==> src/rtl/fmss_pkg.sv <==
package fmss_pkg;

  localparam int unsigned FREQ_W  = 11;
  localparam int unsigned WORD_W  = 16;
  localparam int unsigned BITS_W  = 4;
  localparam int unsigned MODE_W  = 2;
  localparam int unsigned CNT_W   = 5;
  localparam int unsigned CFG_IDX_W = 2;

  localparam int unsigned MAX_STATIONS = 30;
  localparam int unsigned SKIP_FREQ    = 980;
  localparam int unsigned CHAN_BASE    = 870;

  localparam logic [FREQ_W-1:0] BAND_LOW_RST  = FREQ_W'(875);
  localparam logic [FREQ_W-1:0] BAND_HIGH_RST = FREQ_W'(1080);
  localparam logic [BITS_W-1:0] BAND_BITS_RST = '0;

  // request kinds
  localparam logic KIND_START  = 1'b0;
  localparam logic KIND_REPORT = 1'b1;

  // seek modes
  localparam logic [MODE_W-1:0] MODE_UP   = 2'd0;
  localparam logic [MODE_W-1:0] MODE_DOWN = 2'd1;
  localparam logic [MODE_W-1:0] MODE_SCAN = 2'd2;
  localparam logic [MODE_W-1:0] MODE_RSVD = 2'd3;

  // configuration register indexes
  localparam logic [CFG_IDX_W-1:0] CFG_BAND_LOW  = 2'd0;
  localparam logic [CFG_IDX_W-1:0] CFG_BAND_HIGH = 2'd1;
  localparam logic [CFG_IDX_W-1:0] CFG_BAND_BITS = 2'd2;

  typedef logic [FREQ_W-1:0] freq_t;
  typedef logic [CNT_W-1:0]  cnt_t;

  typedef struct packed {
    logic              kind;
    logic [MODE_W-1:0] mode;
    freq_t             start_freq;
    logic              station_found;
  } item_t;

  typedef struct packed {
    freq_t             band_low;
    freq_t             band_high;
    logic [BITS_W-1:0] band_bits;
  } cfg_t;

  // only the first list slot is ever read back, so only it is kept
  typedef struct packed {
    freq_t             probe_freq;
    logic [MODE_W-1:0] seek_mode;
    logic              seek_active;
    cnt_t              station_count;
    freq_t             first_station;
  } state_t;

  typedef struct packed {
    freq_t             tune_freq;
    logic [WORD_W-1:0] tune_word;
    logic              finished;
    logic              station_stored;
    cnt_t              stored_index;
    cnt_t              found_count;
  } result_t;

  // channel number above the base, shifted up, with the fixed tune bit and band bits
  function automatic logic [WORD_W-1:0] tuning_word(freq_t f, logic [BITS_W-1:0] bits);
    freq_t chan;
    chan = f - FREQ_W'(CHAN_BASE);
    return {chan[9:0], 1'b0, 1'b1, bits};
  endfunction

endpackage

==> src/rtl/fmss_in_stage.sv <==
module fmss_in_stage (
  input  logic           clk_i,
  input  logic           rst_ni,
  input  logic           valid_i,
  output logic           ready_o,
  input  fmss_pkg::item_t item_i,
  input  logic           advance_i,
  output logic           valid_o,
  output fmss_pkg::item_t item_o
);
  import fmss_pkg::*;

  logic  valid_q, valid_d;
  item_t item_q;

  assign ready_o = !valid_q || advance_i;
  assign valid_d = valid_i && ready_o ? 1'b1 : (advance_i ? 1'b0 : valid_q);

  always_ff @(posedge clk_i or negedge rst_ni) begin
    if (!rst_ni) begin
      valid_q <= 1'b0;
    end else begin
      valid_q <= valid_d;
    end
  end

  always_ff @(posedge clk_i) begin
    if (valid_i && ready_o) begin
      item_q <= item_i;
    end
  end

  assign valid_o = valid_q;
  assign item_o  = item_q;

endmodule

==> src/rtl/fmss_step.sv <==
module fmss_step (
  input  fmss_pkg::item_t   item_i,
  input  fmss_pkg::state_t  state_i,
  input  fmss_pkg::cfg_t    cfg_i,
  output fmss_pkg::state_t  state_o,
  output fmss_pkg::result_t result_o
);
  import fmss_pkg::*;

  localparam cnt_t  MaxCnt = CNT_W'(MAX_STATIONS);
  localparam freq_t Skip   = FREQ_W'(SKIP_FREQ);

  state_t            nxt;
  freq_t             f;
  freq_t             clamp;
  logic [MODE_W-1:0] m;
  logic              fin;
  logic              stored;
  cnt_t              idx;
  logic              go;

  always_comb begin
    nxt    = state_i;
    f      = state_i.probe_freq;
    clamp  = item_i.start_freq;
    m      = item_i.mode;
    fin    = 1'b0;
    stored = 1'b0;
    idx    = '0;
    go     = 1'b1;
    if (item_i.kind == KIND_START) begin
      if (m == MODE_RSVD) begin
        m = MODE_UP;
      end
      if (clamp < cfg_i.band_low || clamp > cfg_i.band_high) begin
        clamp = cfg_i.band_low;
      end
      if (m == MODE_SCAN) begin
        f = cfg_i.band_low;
        nxt.station_count = '0;
        nxt.first_station = '0;
      end else if (m == MODE_UP) begin
        f = (clamp >= cfg_i.band_high) ? cfg_i.band_low : clamp + FREQ_W'(1);
      end else begin
        f = (clamp <= cfg_i.band_low) ? cfg_i.band_high : clamp - FREQ_W'(1);
      end
      nxt.seek_mode   = m;
      nxt.seek_active = 1'b1;
      nxt.probe_freq  = f;
    end else if (!state_i.seek_active) begin
      // report with no seek running just repeats the current frequency
      fin = 1'b1;
    end else begin
      if (item_i.station_found) begin
        if (state_i.seek_mode == MODE_SCAN) begin
          if (state_i.station_count < MaxCnt) begin
            idx = state_i.station_count;
            if (state_i.station_count == '0) begin
              nxt.first_station = f;
            end
            nxt.station_count = state_i.station_count + CNT_W'(1);
            stored = 1'b1;
          end
        end else begin
          go = 1'b0;
        end
      end
      // upper edge ends the run in every mode
      if (f >= cfg_i.band_high || nxt.station_count >= MaxCnt) begin
        go = 1'b0;
      end
      if (go) begin
        if (state_i.seek_mode == MODE_DOWN) begin
          if (f <= cfg_i.band_low) begin
            f  = cfg_i.band_low;
            go = 1'b0;
          end else begin
            f = f - FREQ_W'(1);
          end
          if (f == Skip) begin
            f = f - FREQ_W'(1);
          end
        end else begin
          if (f >= cfg_i.band_high) begin
            f  = cfg_i.band_high;
            go = 1'b0;
          end else begin
            f = f + FREQ_W'(1);
          end
          if (f == Skip) begin
            f = f + FREQ_W'(1);
          end
        end
      end
      if (!go) begin
        nxt.seek_active = 1'b0;
        if (state_i.seek_mode == MODE_SCAN) begin
          f = (nxt.station_count == '0) ? cfg_i.band_low : nxt.first_station;
        end
      end
      fin = !go;
      nxt.probe_freq = f;
    end
  end

  assign state_o                 = nxt;
  assign result_o.tune_freq      = f;
  assign result_o.tune_word      = tuning_word(f, cfg_i.band_bits);
  assign result_o.finished       = fin;
  assign result_o.station_stored = stored;
  assign result_o.stored_index   = idx;
  assign result_o.found_count    = nxt.station_count;

endmodule

==> src/rtl/fm_seek_scan_controller.sv <==
// path: a request is taken into the input register; its result moves into the output register
//   once that register is free, and the outputs show it from there
// throughput: one request per cycle; the output register stalls intake only
//   while a result waits and the input register is full
// reset (async, active low): band 87.5..108.0 MHz, band bits zero, no seek running,
//   station count zero, probe frequency at the low band edge
module fm_seek_scan_controller (
  input  logic                            clk_i,
  input  logic                            rst_ni,
  input  logic                            cfg_we_i,
  input  logic [fmss_pkg::CFG_IDX_W-1:0]  cfg_idx_i,
  input  logic [fmss_pkg::FREQ_W-1:0]     cfg_wdata_i,
  input  logic                            in_valid_i,
  output logic                            in_ready_o,
  input  logic                            kind_i,
  input  logic [fmss_pkg::MODE_W-1:0]     mode_i,
  input  logic [fmss_pkg::FREQ_W-1:0]     start_freq_i,
  input  logic                            station_found_i,
  output logic                            out_valid_o,
  input  logic                            out_ready_i,
  output logic [fmss_pkg::FREQ_W-1:0]     tune_freq_o,
  output logic [fmss_pkg::WORD_W-1:0]     tune_word_o,
  output logic                            finished_o,
  output logic                            station_stored_o,
  output logic [fmss_pkg::CNT_W-1:0]      stored_index_o,
  output logic [fmss_pkg::CNT_W-1:0]      found_count_o
);
  import fmss_pkg::*;

  cfg_t    cfg_q;
  state_t  state_q, state_d;
  result_t res_q, res_d;
  item_t   item_in, item_q;
  logic    item_valid_q;
  logic    out_valid_q, out_valid_d;
  logic    advance;
  logic    fire;

  always_ff @(posedge clk_i or negedge rst_ni) begin
    if (!rst_ni) begin
      cfg_q.band_low  <= BAND_LOW_RST;
      cfg_q.band_high <= BAND_HIGH_RST;
      cfg_q.band_bits <= BAND_BITS_RST;
    end else if (cfg_we_i) begin
      case (cfg_idx_i)
        CFG_BAND_LOW:  cfg_q.band_low  <= cfg_wdata_i;
        CFG_BAND_HIGH: cfg_q.band_high <= cfg_wdata_i;
        CFG_BAND_BITS: cfg_q.band_bits <= cfg_wdata_i[BITS_W-1:0];
        default: ;
      endcase
    end
  end

  assign item_in.kind          = kind_i;
  assign item_in.mode          = mode_i;
  assign item_in.start_freq    = start_freq_i;
  assign item_in.station_found = station_found_i;

  // result slot is free when empty or being drained this cycle
  assign advance = !out_valid_q || out_ready_i;
  assign fire    = item_valid_q && advance;

  fmss_in_stage u_in (
    .clk_i     (clk_i),
    .rst_ni    (rst_ni),
    .valid_i   (in_valid_i),
    .ready_o   (in_ready_o),
    .item_i    (item_in),
    .advance_i (advance),
    .valid_o   (item_valid_q),
    .item_o    (item_q)
  );

  fmss_step u_step (
    .item_i   (item_q),
    .state_i  (state_q),
    .cfg_i    (cfg_q),
    .state_o  (state_d),
    .result_o (res_d)
  );

  assign out_valid_d = fire ? 1'b1 : (out_ready_i ? 1'b0 : out_valid_q);

  always_ff @(posedge clk_i or negedge rst_ni) begin
    if (!rst_ni) begin
      state_q.probe_freq    <= BAND_LOW_RST;
      state_q.seek_mode     <= MODE_UP;
      state_q.seek_active   <= 1'b0;
      state_q.station_count <= '0;
      state_q.first_station <= '0;
      out_valid_q           <= 1'b0;
    end else begin
      if (fire) begin
        state_q <= state_d;
      end
      out_valid_q <= out_valid_d;
    end
  end

  always_ff @(posedge clk_i) begin
    if (fire) begin
      res_q <= res_d;
    end
  end

  assign out_valid_o      = out_valid_q;
  assign tune_freq_o      = res_q.tune_freq;
  assign tune_word_o      = res_q.tune_word;
  assign finished_o       = res_q.finished;
  assign station_stored_o = res_q.station_stored;
  assign stored_index_o   = res_q.stored_index;
  assign found_count_o    = res_q.found_count;

  // a pending result always matches the state it left behind
  a_freq_tracks_state: assert property (@(posedge clk_i) disable iff (!rst_ni)
    out_valid_o |-> tune_freq_o == state_q.probe_freq)
    else $error("pending tune frequency differs from probe state");

  a_finished_vs_active: assert property (@(posedge clk_i) disable iff (!rst_ni)
    out_valid_o |-> finished_o == !state_q.seek_active)
    else $error("finished flag disagrees with seek state");

  a_store_index: assert property (@(posedge clk_i) disable iff (!rst_ni)
    out_valid_o && station_stored_o |-> found_count_o == stored_index_o + CNT_W'(1))
    else $error("stored slot does not match station count");

  a_count_bound: assert property (@(posedge clk_i) disable iff (!rst_ni)
    state_q.station_count <= CNT_W'(MAX_STATIONS))
    else $error("station count beyond list size");

  a_no_index_unstored: assert property (@(posedge clk_i) disable iff (!rst_ni)
    out_valid_o && !station_stored_o |-> stored_index_o == '0)
    else $error("slot index set without a stored station");

endmodule
==> config.mk <==
export PLATFORM = sky130hd
export DESIGN_NAME = fm_seek_scan_controller
export DESIGN_NICKNAME = d
export VERILOG_FILES = /design/src/rtl/fmss_pkg.sv /design/src/rtl/fmss_in_stage.sv /design/src/rtl/fmss_step.sv /design/src/rtl/fm_seek_scan_controller.sv
export SDC_FILE = /design/constraint.sdc
export NUM_CORES = 1
export LEC_CHECK = 0
export BUFFER_PORTS_ARGS = -buffer_cell sky130_fd_sc_hd__buf_2
export CAP_MARGIN = 30
export CORE_UTILIZATION = 67
export DETAILED_ROUTE_END_ITERATION = 10
export PLACE_DENSITY = 0.91
export SETUP_SLACK_MARGIN = 0.3
export SYNTH_ARGS = -nofsm -noshare
export SYNTH_HDL_FRONTEND = slang
export SYNTH_HIERARCHICAL = 1
export SYNTH_SLANG_ARGS = --single-unit
==> constraint.sdc <==
create_clock -name clk_i -period 13 [get_ports clk_i]
set_clock_uncertainty 0.05 [all_clocks]
set_input_delay 1.95 -clock clk_i [delete_from_list [all_inputs] [get_ports clk_i]]
set_output_delay 1.95 -clock clk_i [all_outputs]
set_load 0.03 [all_outputs]
==> results of run 1 <==
## through the flow
step	power [mW]	utilization, %
4_1_cts	2.08	73.2
3_5_place_dp	1.79	70.9
3_3_place_gp	1.77	70.7
6_report	2.15	73.2
5_1_grt	2.24	73.2
2_1_floorplan	1.51	-
## synthesized netlist by cell type (5+ instances only)
cell type	number
nand2_1	83
ha_1	79
nor2_1	65
a21oi_1	55
edfxtp_1	54
mux2_2	53
o21ai_0	51
inv_1	46
dfrtp_1	40
xnor2_1	38
buf_4	29
nand3_1	29
nand4_1	23
nor3_1	23
clkbuf_1	22
buf_2	20
dfstp_2	18
mux2i_1	18
xor2_1	15
nand2b_1	13
a211oi_1	12
and3_1	12
a31oi_1	11
mux2_4	11
nor4_1	11
o211ai_1	11
o21ai_1	10
o221ai_1	7
nor2b_1	6
a2111oi_0	5
a211o_1	5
a31o_2	5
and2_1	5
o31ai_1	5
or3_1	5
or4_1	5
## layer usage
layer / vias up / routed length (um)
li1: 3673 / -
met1: 3982 / 11600
met2: 713 / 12000
met3: 127 / 3770
met4: 0 / 1230
met5: - / 0
## layout by cell type (no fill, tap or decap), types with 23 or more instances in the layout
master / synthesis / layout
buf_2: 20 / 73
edfxtp_1: 54 / 54
ha_1: 79 / 79
nor3_1: 23 / 23
o21ai_0: 51 / 51
xnor2_1: 38 / 38
nor2_1: 65 / 65
nand4_1: 23 / 23
inv_1: 46 / 46
nand3_1: 29 / 29
nand2_1: 83 / 83
dfrtp_1: 40 / 40
mux2_2: 53 / 53
a21oi_1: 55 / 55
## sequential cells by signal (all words and copies together), names as in the netlist
register          cells
u_in/valid_o          1
u_in/item_o          15
found_count_o         5
tune_freq_o          11
finished_o            1
out_valid_o           1
station_stored_o      1
tune_word_o          16
stored_index_o        5
cfg_q                26
state_q              30
## where the power goes
group	switching (mW)	total [mW]	internal (mW)
combinational	0.756	1.20	0.447
clock	0.139	0.292	0.153
sequential	0.157	0.651	0.494
total	1.05	2.15	1.09
## worst paths after layout
kind,start,endpoint,slack [ns],depth (start not counted)
worst max-delay path,cfg_q[20],tune_word_o[15],6.68,20
worst min-delay path,cfg_q[1],tune_word_o[1],0.40,0
worst max register to register,cfg_q[20],tune_word_o[15],6.68,20
worst min register to register,cfg_q[1],tune_word_o[1],0.40,0
max in group asynchronous,rst_ni,cfg_q[19],10.69,2
min in group asynchronous,rst_ni,state_q[13],1.70,2
## layout make-up
| class | count | area, um2 |
|---|---|---|
| Sequential cell | 112 | 3100 |
| Clock buffer | 10 | 229 |
| Fill cell | 981 | 3600 |
| Tap cell | 176 | 220 |
| Inverter | 50 | 188 |
| Timing Repair Buffer | 79 | 418 |
| Multi-Input combinational cell | 755 | 5580 |
| Clock inverter | 6 | 73.8 |
## logic make-up after synthesis
family / Yosys count / synth area share (%)
AOI/OAI and AO/OA: 225 / 16.3
adders and majority gates: 79 / 10.6
buffers and inverters: 126 / 6.84
xor gates and xnor gates: 53 / 4.98
DFF: 112 / 33.2
and+or+nand+nor: 312 / 17.6
other: 2 / 0.0806
muxes: 84 / 10.4
## worst register-to-register path, cell delays in order (launching register included)
cell and delay, ns:
dfstp_2 0.60, clkinv_1 0.34, ha_1 0.45, and4_1 0.20
a21oi_1 0.18, o21a_1 0.23, nor2_1 0.06, buf_4 0.24
o21ai_0 0.59, ha_1 0.37, nand2_1 0.07, nor2_1 0.04
a211oi_1 0.37, nand3_1 0.28, nor2_1 0.58, a31oi_1 0.20
a22oi_1 0.42, ha_1 0.31, o311a_1 0.27, o21ai_2 0.08
xnor2_1 0.15
==> results.md, run 1 <==
- Dpl ws: roughly 7.0 ns
- Async S/R FF share, synth: 51.8%
- Clk slew on worst S/H paths: 0.08 ns
- Num Clock Sinks: 112
- Peak supply drop: between 0.0001 and 0.00015 V
- # setup viols final: 0
- Lkg Pwr: between 4 and 5 nW
- Synth Instances: 993
- DP Wirelength: 20.9 mm
- Tot GR Track Use: 40.5%
- Cell Area, Synth: 0.00931 mm2
- Share of cells above drive strength 1: 20.8%
- Syn Nets: 1,105
- Slowest cell on crit path: dfstp_2
- Final setup TNS: 0 ns
- Resize count post-CTS: 0
- CP peak stage delay: 0.60 ns
- Number of global-route vias before repair: 7,700
- CP endpoint kind: register
- I/O Buffers: 73
- GP Congestion: 1.05
- CTS Hold Bufs: 0
- Htree depth: 3
- Grt total ovfl: 0
- Drt pass-1 iters: 6
- Setup CP Type: register to register
- Cell variety after synth: 90
- Post-CTS setup repair buffer count: 0
- Max Cap Viol: 0
- Die footprint: 0.0144 mm2
- Finished Layout Cells: 1,188
- GR Util met1: 57.3%
- DIE HEIGHT: 120 um
- Clock period minus worst slack: 6.32 ns
- I/O Pins: 74
- Area Overhead vs Synth: 5.28%
- Worst EP arrival: 6.39 ns
- Worst setup margin: 6.68 ns
- Max_slew headroom: between 30% and 40%
- Starting Density: 69.5%
- Iteration-0 DRC Markers: 1,305
- DIE WIDTH: about 120 um
- Final Net Count: 1,119
- CP top delay family: compound AO/OA/AOI/OAI gates
- YS warnings: 6
- Post-synth EDFFs: 54
- GR Util met2: 58.7%
- Clock buffer depth: 2
- Hold Crit Class: register to register
- RSZ-0062 raised after global routing: no
- Wirelength per Cell: 24.1 um
- First-pass GRT wire length: 43.9 mm
- Final instance area: 0.00980 mm2
- Post-synthesis sequential area ratio: 33.2%
- Flops & latches, synth: 112
- Tightest Pin Transition: 0.969 ns
- Routed vias: 8,495
- CP Cell Sequence: clkinv_1 > ha_1 > and4_1 > a21oi_1 > o21a_1 > nor2_1 > buf_4 > o21ai_0 > ha_1 > nand2_1 > nor2_1 > a211oi_1 > nand3_1 > nor2_1 > a31oi_1 > a22oi_1 > ha_1 > o311a_1 > o21ai_2 > xnor2_1
- Fin Hold WS: 0.395 ns
- Crit share post-route: 48.6%
- CP required: about 13 ns
- Mean Syn Cell Area: 9.38 um2
- Core ar.: 0.0134 mm2
- Top FF cell, synth: edfxtp_1
- Cts bufs inserted: 9
- Final hold vios: 0
- Top Usage Layer GRT: met2
- Pin count of the biggest net entering global routing: 59
- Placed Area: ~0.0095 mm2
- Number of antenna diodes: 0
- Worst-Skew Late Latency: ~0.37 ns
- Run status: finished clean
- # DRC: 0
- Inst Count DP: around 1,200
- Max frequency: 0.158 GHz
- Antenna viol nets, final: 0
- Top post-synthesis cells by area: edfxtp_1, dfrtp_1, ha_1, mux2_2, dfstp_2
- CP Buf/Inv Count: 2
- CTS tree: built
- Met3 global-route usage: a little over a tenth
- Critical Path Source Type: register
- Yosys top cell area share: 17.4%
- PD cells: 219 mW/mm2
- Fin. max-slew vios: 0
- Std cell rows: 42
- Cell accounting for the most synthesized area: edfxtp_1
- Post-Route WL: 28.7 mm
- Clk root buf: clkbuf_16
- Vias per inst: 7.15
- Initial antenna violation count: 0
- Crit Path Max Fanout: 31
No activity file was read; power rests on OpenSTA's default activity.
==> inputs of run 2 (changes only) <==
Settings changed: CORE_UTILIZATION 67 to 56, PLACE_DENSITY 0.91 to 0.81.
Clock period 13 ns to 5.2 ns, I/O delays scaled along.
==> run 2 against run 1 <==
Fmax grew 25%. Flip-flop and latch count unchanged. Die area rose by 19%. Sequential share of layout area fell by 4.1 points. Critical path type unchanged. Wire length is 15% higher. Via count rose by 5.3%. Clock power grew 130%.
==> results.md, run 2 (same netlist as run 1, synthesis figures left out) <==
- Most frequent cells in the layout: buf_4, nand2_1, buf_2
- Commonest non-fill, non-tap cell in the layout: buf_4
- CP Buf/Inv Count: 4 (+2)
- Post-Route WL: 33.0 mm (+15%)
- HP Start: cfg_q[1]
- Top reg by flops: state_q
- CP peak stage delay: 0.43 ns (-0.17 ns)
- Clock buffer depth: 2 (unchanged)
- Worst-Skew Late Latency: 0.37 ns (about the same)
- Critical Path Source Type: register
- Htree depth: 3 (unchanged)
- Starting Density: 58.0% (-12 points)
- Met2 Wirelength: 15.0 mm (+25%)
- Number of antenna diodes: 0 (unchanged)
- M1 WL: 12.1 mm (+3.8%)
- Final setup TNS: 0 ns (unchanged)
- Hold Path Stages: 0 (unchanged)
- Cts bufs inserted: 9 (unchanged)
- PD cells: 547 mW/mm2 (+150%)
- Tot GR Track Use: 37.6% (-3.0 points)
- Std cell rows: 46 (+9.5%)
- CP Cell Sequence: inv_1 > ha_1 > nand4_1 > nor2_4 > o21a_1 > buf_4 > o21ai_4 > buf_6 > and3_4 > or2_4 > ha_4 > o21ai_1 > a21oi_2 > o31ai_1 > a221o_1 > buf_4 > and2_4 > a221oi_4 > a31oi_4 > o311a_4 > o21ai_2 > xnor2_1
- DIE WIDTH: 131 um (+9.2%)
- Crit-path most repeated cell: buf_4
- Share of cells above drive strength 1: 35.4% (+15 points)
- GP Congestion: 1.03 (-2.0%)
- Hold Crit Class: register to register
- Antenna viol nets, final: 0 (unchanged)
- Worst EP arrival: 5.10 ns (-1.29 ns)
- Crit Path Max Fanout: 5 (-84%)
- Largest register FFs: 30 (unchanged)
- Reg2reg end: tune_word_o[15]
- Drt pass-1 iters: 8 (+2)
- Clk slew on worst S/H paths: 0.08 ns (about the same)
- Inst Count DP: 1,289 (+10%)
- Clock period minus worst slack: 5.04 ns (-1.28 ns)
- # setup viols final: 0 (unchanged)
- Met3 WL: 3.17 mm (-16%)
- CP endpoint kind: register
- Tightest Pin Transition: 0.946 ns (-0.0228 ns)
- Number of global-route vias before repair: 8,201 (+6.5%)
- Finished Layout Cells: 1,345 (+13%)
- Max Cap Viol: 0 (unchanged)
- Pin count of the biggest net entering global routing: 59 (unchanged)
- Max_slew headroom: 36.7% (+1.4 points)
- Lkg Pwr: 4.72 nW (+15%)
- Iteration-0 DRC Markers: 1,155 (-11%)
- Final hold vios: 0 (unchanged)
- Hold EP: tune_word_o[1]
- FF-to-FF setup slack: 0.16 ns (-6.52 ns)
- Worst R2R Path Depth: 22 (+10%)
- Area Overhead vs Synth: 21.2%
- Core ar.: 0.0161 mm2 (+20%)
- RSZ-0062 raised after global routing: yes
- Highest metal used: met4
- CP required: 5.26 ns (-7.81 ns)
- Clk root buf: clkbuf_16
- CTS Hold Bufs: 0 (unchanged)
- # DRC: 0 (unchanged)
- Final Net Count: 1,236 (+10%)
- First-pass GRT wire length: 46.8 mm (+6.7%)
- CTS tree: built
- Grt total ovfl: 0 (unchanged)
- DIE HEIGHT: 131 um (+9.2%)
- Peak supply drop: 0.000266 V (+150%)
- Fin. max-slew vios: 0 (unchanged)
- DP Wirelength: 23.6 mm (+13%)
- CP top delay family: compound AO/OA/AOI/OAI gates
- Num Clock Sinks: 112 (unchanged)
- Run status: finished clean
- I/O Buffers: 73 (unchanged)
- Max frequency: 0.199 GHz (+25%)
- Reg2Reg Launch Point: cfg_q[12]
- Die footprint: 0.0171 mm2 (+19%)
- Routed vias: 8,949 (+5.3%)
- I/O Pins: 74 (unchanged)
- Wirelength per Cell: 24.5 um (+1.7%)
- Setup CP Type: register to register
- Crit share post-route: 96.9% (+48 points)
- Slowest cell on crit path: a221o_1
- Vias per inst: 6.65 (-7.0%)
- Initial antenna violation count: 0 (unchanged)
run 2: cell type report:
type	instances	area, um2
timing repair buffer	196	1350
sequential	112	3100
fill	1183	4770
multi-input combinational	755	6080
inverter	50	205
tap	216	270
clock buffer	10	229
clock inverter	6	53.8
run 2: routing by layer:
metal | track usage (%) | vias to the layer above
li1 | - | 3906
met1 | 44.4 | 4249
met2 | 59.9 | 601
met3 | 8.22 | 193
met4 | 28.7 | 0
met5 | 0 | -
run 2: what timing repair did:
item | 4_1_cts | 5_1_grt
setup buffers | 8 | 30
gates cloned | 1 | 1
gates resized for setup | 25 | 71
setup endpoints to repair | 12 | 14
pin swaps | 11 | 40
run 2: power breakdown:
| part | switching [mW] | leakage, nW | internal [mW] | total, mW |
|---|---|---|---|---|
| clock network | 0.350 | 0.132 | 0.333 | 0.683 |
| logic | 2.40 | 3.38 | 1.67 | 4.08 |
| registers | 0.181 | 1.22 | 1.23 | 1.41 |
run 2: worst reg2reg max path, stage by stage (launching register included):
cell,delay [ns]
dfrtp_1,0.38
inv_1,0.14
ha_1,0.38
nand4_1,0.19
nor2_4,0.17
o21a_1,0.18
buf_4,0.14
o21ai_4,0.07
buf_6,0.13
and3_4,0.18
or2_4,0.28
ha_4,0.28
o21ai_1,0.07
a21oi_2,0.12
o31ai_1,0.08
a221o_1,0.43
buf_4,0.16
and2_4,0.19
a221oi_4,0.38
a31oi_4,0.15
o311a_4,0.42
o21ai_2,0.15
xnor2_1,0.07
run 2: worst max-delay path by stage:
stage / startpoint / end / slack [ns] / cells past startpoint
3_3_place_gp: cfg_q[14] / tune_word_o[15] / -0.10 / 19
2_1_floorplan: cfg_q[14] / tune_word_o[15] / 0.32 / 25
5_1_grt: cfg_q[12] / tune_word_o[15] / 0.04 / 22
6_report: cfg_q[12] / tune_word_o[15] / 0.16 / 22
4_1_cts: cfg_q[14] / tune_word_o[15] / 0.30 / 23
3_5_place_dp: cfg_q[14] / tune_word_o[15] / -0.13 / 19
run 2: through the flow:
step / instance area, um2 / util [%] / hold WS [ns] / total power [mW] / setup slack (ns)
3_5_place_dp: 10200 / 63.4 / 0.385 / 4.86 / -0.127
5_1_grt: 11300 / 70.3 / 0.416 / 6.46 / 0.0411
4_1_cts: 10700 / 66.4 / 0.403 / 5.67 / 0.303
3_3_place_gp: 10200 / 63.3 / 0.373 / 4.82 / -0.103
6_report: 11300 / 70.3 / 0.404 / 6.18 / 0.163
2_1_floorplan: 9360 / - / 0.427 / 3.80 / 0.323
